--- src/rtl/fces_pkg.sv ---
package fces_pkg;

    // grid geometry
    localparam int MAX_ROWS = 256;
    localparam int MAX_COLS = 256;
    localparam int DEPTH    = MAX_ROWS * MAX_COLS;
    localparam int ADDR_W   = (DEPTH > 1) ? $clog2(DEPTH) : 1;

    // rows_in_use / cols_in_use register width
    localparam int DIM_W    = 9;
    localparam logic [DIM_W-1:0] DIM_RST = 9'd256;

    localparam int COUNT_W  = 17;
    localparam logic [COUNT_W-1:0] COUNT_MAX = '1;

    localparam int CFG_IDX_W  = 3;
    localparam int CFG_DATA_W = 16;

    typedef enum logic [1:0] {
        OP_WRITE = 2'd0,
        OP_READ  = 2'd1,
        OP_STAMP = 2'd2,
        OP_ROS   = 2'd3
    } t_op;

    typedef enum logic [1:0] {
        CELL_UNBURNT    = 2'd0,
        CELL_BURNING    = 2'd1,
        CELL_UNBURNABLE = 2'd2,
        CELL_OTHER      = 2'd3
    } t_cell;

    typedef enum logic [CFG_IDX_W-1:0] {
        CFG_HOURS_EN  = 3'd0,
        CFG_HOURS_THR = 3'd1,
        CFG_ROS_EN    = 3'd2,
        CFG_ROS_THR   = 3'd3,
        CFG_CONSUME   = 3'd4,
        CFG_ROWS      = 3'd5,
        CFG_COLS      = 3'd6
    } t_cfg_idx;

    typedef struct packed {
        t_cell      state;
        logic [7:0] hours;
    } t_entry;

    localparam int ENTRY_W = $bits(t_entry);

    // controller -> datapath
    typedef struct packed {
        logic accept;
        logic clear_en;
        logic sweep_issue;
        logic result_cell;
        logic result_stamp;
    } t_cmd;

    // datapath -> controller
    typedef struct packed {
        logic op_is_stamp;
        logic stamp_new;
        logic grid_empty;
        logic clear_last;
        logic sweep_last;
    } t_stat;

endpackage

--- src/rtl/fces_ctrl.sv ---
module fces_ctrl (
    input  logic            i_clk,
    input  logic            i_rst_n,
    input  logic            i_start,
    input  fces_pkg::t_stat i_stat,
    output fces_pkg::t_cmd  o_cmd,
    output logic            o_busy
);

    typedef enum logic [5:0] {
        ST_CLEAR  = 6'b000001,
        ST_IDLE   = 6'b000010,
        ST_CELL   = 6'b000100,
        ST_SWEEP  = 6'b001000,
        ST_DRAIN  = 6'b010000,
        ST_RESULT = 6'b100000
    } t_state;

    t_state r_state;
    t_state n_state;
    logic   accept;

    assign accept = i_start && (r_state == ST_IDLE);

    always_comb begin
        n_state = r_state;
        unique case (r_state)
            ST_CLEAR: begin
                if (i_stat.clear_last) n_state = ST_IDLE;
            end
            ST_IDLE: begin
                if (accept) begin
                    priority if (!i_stat.op_is_stamp) n_state = ST_CELL;
                    else if (i_stat.stamp_new && !i_stat.grid_empty) n_state = ST_SWEEP;
                    else n_state = ST_RESULT;
                end
            end
            ST_CELL:   n_state = ST_IDLE;
            ST_SWEEP: begin
                if (i_stat.sweep_last) n_state = ST_DRAIN;
            end
            ST_DRAIN:  n_state = ST_RESULT;
            ST_RESULT: n_state = ST_IDLE;
            default:   n_state = ST_IDLE;
        endcase
    end

    always_ff @(posedge i_clk) begin
        if (!i_rst_n) begin
            r_state <= ST_CLEAR;
        end else begin
            r_state <= n_state;
        end
    end

    assign o_cmd.accept       = accept;
    assign o_cmd.clear_en     = (r_state == ST_CLEAR);
    assign o_cmd.sweep_issue  = (r_state == ST_SWEEP);
    assign o_cmd.result_cell  = (r_state == ST_CELL);
    assign o_cmd.result_stamp = (r_state == ST_RESULT);
    assign o_busy             = (r_state != ST_IDLE);

endmodule

--- config.mk ---
export PLATFORM = sky130hd
export DESIGN_NAME = fces_ctrl
export DESIGN_NICKNAME = d
export VERILOG_FILES = /design/src/rtl/fces_pkg.sv /design/src/rtl/fces_ctrl.sv
export SDC_FILE = /design/constraint.sdc
export NUM_CORES = 1
export LEC_CHECK = 0
export ABC_AREA = 1
export BUFFER_PORTS_ARGS = -buffer_cell sky130_fd_sc_hd__buf_2
export CAP_MARGIN = 20
export CORE_AREA = 3 3 40 42
export DETAILED_ROUTE_END_ITERATION = 10
export DIE_AREA = 0 0 43 45
export GPL_ROUTABILITY_DRIVEN = 0
export HOLD_SLACK_MARGIN = 0.03
export PLACE_DENSITY = 0.56
export SETUP_SLACK_MARGIN = 0.05
export SYNTH_ARGS = -nofsm -noshare
export SYNTH_HDL_FRONTEND = slang
export SYNTH_SLANG_ARGS = --single-unit
--- constraint.sdc ---
create_clock -name i_clk -period 1.15 [get_ports i_clk]
set_clock_uncertainty 0.2 [all_clocks]
set_input_delay 0.1725 -clock i_clk [delete_from_list [all_inputs] [get_ports i_clk]]
set_output_delay 0.1725 -clock i_clk [all_outputs]
set_load 0.1 [all_outputs]
==> key figures <==
Placed design
  • DP Area: slightly below 700 µm²
  • Dpl ws: -280 ps
  • I/O Buffers: 13
  • DP Wirelength: 779 µm

Yosys
  • Mean Syn Cell Area: between 6 and 7 µm²
  • Most numerous cell in the Yosys netlist: nor2_1
  • Sequential area share after synthesis: 29.8%
  • Leading area contributor after synthesis: dfxtp_1
  • Cell Area, Synth: about 400 µm²
  • Post-synth top cells: nor2_1 (12), inv_1 (10), nand2_1 (10)
  • Ys async rst share: 0%
  • Synth Flop Type: dfxtp_1
  • Syn Nets: 68
  • Cell count after synthesis: 60
  • Count of cell types in the netlist: 16
  • Ys Warns: 0
  • Synth area leaders: dfxtp_1 (30%), nor2_1 (11%), inv_1 (9.3%), nand2_1 (9.3%), nor2_4 (8.4%)
  • EDFF count, synth: 0
  • Top cell type's share of synthesized area: 29.8%
  • Synthesized flop and latch total: 6

STA
  • Fmax: 0.631 GHz
  • RSZ-0062 raised after global routing: yes
  • Final Critical Period: 1590 ps
  • Smallest hold slack: 8.56 ps
  • Final worst slack: -435 ps
  • Post-route setup TNS: -3950 ps
  • Setup violations, final: 12
  • Count of pins over their slew limit: 0
  • Worst slew pin tran: approximately 310 ps
  • Final hold vios: 0
  • Tcrit/Tclk final: 138%
  • Slew headroom: 78.9%

Worst setup path
  • Flop-to-flop setup slack: -330 ps
  • CP Max Fanout: 4
  • Type of element capturing the critical path: primary output
  • Worst path cell trace: nor2_4, nand2_2, nor3_4, buf_12
  • R2R depth: 7
  • RR Startpoint: r_state[1]$_SDFFE_PN0P_
  • R2r endpoint: r_state[2]$_SDFFE_PN0P_
  • Worst Path Arrival: 1210 ps
  • Crit path required time: 780 ps
  • Critical-path top delay cell: dfxtp_2
  • WS Path Type: reg -> out
  • Critical Path Start Type: register
  • CP max stage delay: 330 ps
  • Crit path buf inv count: 1
  • CP top delay family: simple AND/OR/NAND/NOR gates

Clock network
  • H-tree depth: 1
  • Worst-Skew Late Latency: 250 ps
  • Clock sink count: 6
  • Hold_buf cts: 2
  • Root Driver: clkbuf_4
  • Clock Path Buffers: 2
  • CTS Buf Count: 3
  • Clock transition at path regs: 40 ps
  • CTS tree: done

Layout
  • Most flop-heavy register: r_state
  • Nets: slightly above 100
  • Max reg flops: 6
  • Regs by FF count: r_state: 6 flops
  • Area grow syn2layout: 105%
  • # diodes: 0
  • Multi-input gate area: 304 µm²
  • Sequential Area: 130 µm²
  • Fill count: between 100 and 150
  • Layout Cell Area excl Fill: 825 µm²
  • Fraction of layout cells with a size suffix above 1: 62.0%

Floorplanning
  • Core Area: 1280 µm²
  • Die H: roughly 45 µm
  • IO Pins: 14
  • FP Rows: 13
  • Die area: about 1900 µm²
  • Initial core utilization: 31.4%
  • Die width: 43 µm

Power and ir drop
  • Pwr per Cell Area: 918 nW/µm²
  • Logic pwr share: 43.0%
  • Net Sw Power: 0.273 mW
  • Clock network power share: 26.0%
  • Pleak: around 0.38 nW
  • Power consumption: between 0.7 and 0.8 mW
  • Sequential share of power: 31.0%
  • Sw frac: roughly 36%
  • Maximum vdd drop: 0.478 mV
  • Pint: between 0.4 and 0.5 mW

Global routing
  • GRT overflow: 0
  • Number of global-route vias before repair: 454
  • Largest net degree at the start of global routing: 6
  • First-pass GRT wire length: between 1500 and 2000 µm
  • Initial antenna violation count: 0
  • GRT Overall Usage: 12.9%

Min path
  • Hold path depth: 3
  • Hold_sp: i_stat[4]
  • Hold crit path type: in -> reg
  • Hold endpoint: r_state[2]$_SDFFE_PN0P_

Run status
  • Failing checks: setup timing
  • Outcome: complete, but fails checks

Flow run
  • Max-cap violations: 0

Route
  • Iter 0 DRT Violations: 4
  • Final ANT Viol Nets: 0
  • Vias per inst: 4.43
  • DRT Wirelength: a little under 1000 µm
  • Pre-antenna DRT Iters: 4
  • DRC errors left: 0
  • Routed wire per std cell: 9.17 µm
  • Detailed-route via count: approximately 470
## metal layers
metal | wire, µm | vias up | global-route usage (%)
li1 | - | 254 | -
met1 | 422 | 200 | 15.5
met2 | 445 | 15 | 19.8
met3 | 74 | 5 | 2.79
met4 | 39 | 0 | 10.8
met5 | 0 | - | 0
## cell type report
cell class	count	share of cell area, %
timing repair buffer	30	36.9
inverter	11	5.46
sequential	6	15.8
clock buffer	3	2.73
multi-input combinational	42	36.9
tap	15	2.28
## metrics by stage
step	util [%]	instances
3_5_place_dp	52.6	93
3_3_place_gp	52.6	93
4_1_cts	60.3	103
2_1_floorplan	-	60
6_report	64.2	107
5_1_grt	64.2	107
## power groups by stage
stage          logic [mW]  registers, mW  clock network, mW
5_1_grt             0.349          0.236              0.210
3_3_place_gp        0.268          0.238                  0
3_5_place_dp        0.269          0.238                  0
6_report            0.325          0.235              0.197
4_1_cts             0.297          0.235              0.202
2_1_floorplan       0.174          0.242                  0
## what timing repair did
| item | 4_1_cts | 5_1_grt |
|---|---|---|
| hold endpoints to repair | 4 | 1 |
| setup buffers | 5 | 4 |
| gates resized for setup | 8 | 2 |
| setup endpoints to repair | 12 | 12 |
| pin swaps | 7 | 7 |
## logic make-up (layout without fill, tap and decap cells)
group,after synthesis,after routing,synth area share (%)
AND/OR/NAND/NOR,40,40,55.6
flip-flops,6,6,29.8
buffers and inverters,12,44,12.1
AO/OA/AOI/OAI,2,2,2.48
## layout by cell type, fill, tap and decap left out, types with 2 or more instances in the layout
cell,Yosys,layout
nor3_1,4,2
dlygate4sd3_1,0,2
buf_2,0,7
nor2_1,12,7
nand3_2,1,3
nand4_1,3,3
nor3_2,2,2
inv_1,10,9
nor2_4,3,7
nand2_1,10,8
buf_4,1,13
clkbuf_4,0,3
buf_12,0,7
nand2_2,0,2
nor3_4,0,2
dfxtp_2,0,5
## worst max-delay path by stage
| stage | from | endpoint | slack, ps | cells past startpoint |
|---|---|---|---|---|
| 6_report | r_state[5]$_SDFFE_PN0P_ | o_cmd[3] | -440 | 4 |
| 3_5_place_dp | r_state[3]$_SDFFE_PN0P_ | o_cmd[2] | -280 | 5 |
| 3_3_place_gp | r_state[3]$_SDFFE_PN0P_ | o_cmd[2] | -280 | 5 |
| 2_1_floorplan | r_state[1]$_SDFFE_PN0P_ | o_cmd[1] | -600 | 3 |
| 4_1_cts | r_state[1]$_SDFFE_PN0P_ | o_cmd[1] | -460 | 4 |
| 5_1_grt | r_state[1]$_SDFFE_PN0P_ | o_cmd[1] | -510 | 4 |
## tightest hold or removal path, delay by kind of cell
kind | cells | cell delay, ps
buffers and inverters | 1 | 90
and+or+nand+nor | 2 | 150
Note: power is estimated with default switching activity, not from simulation.
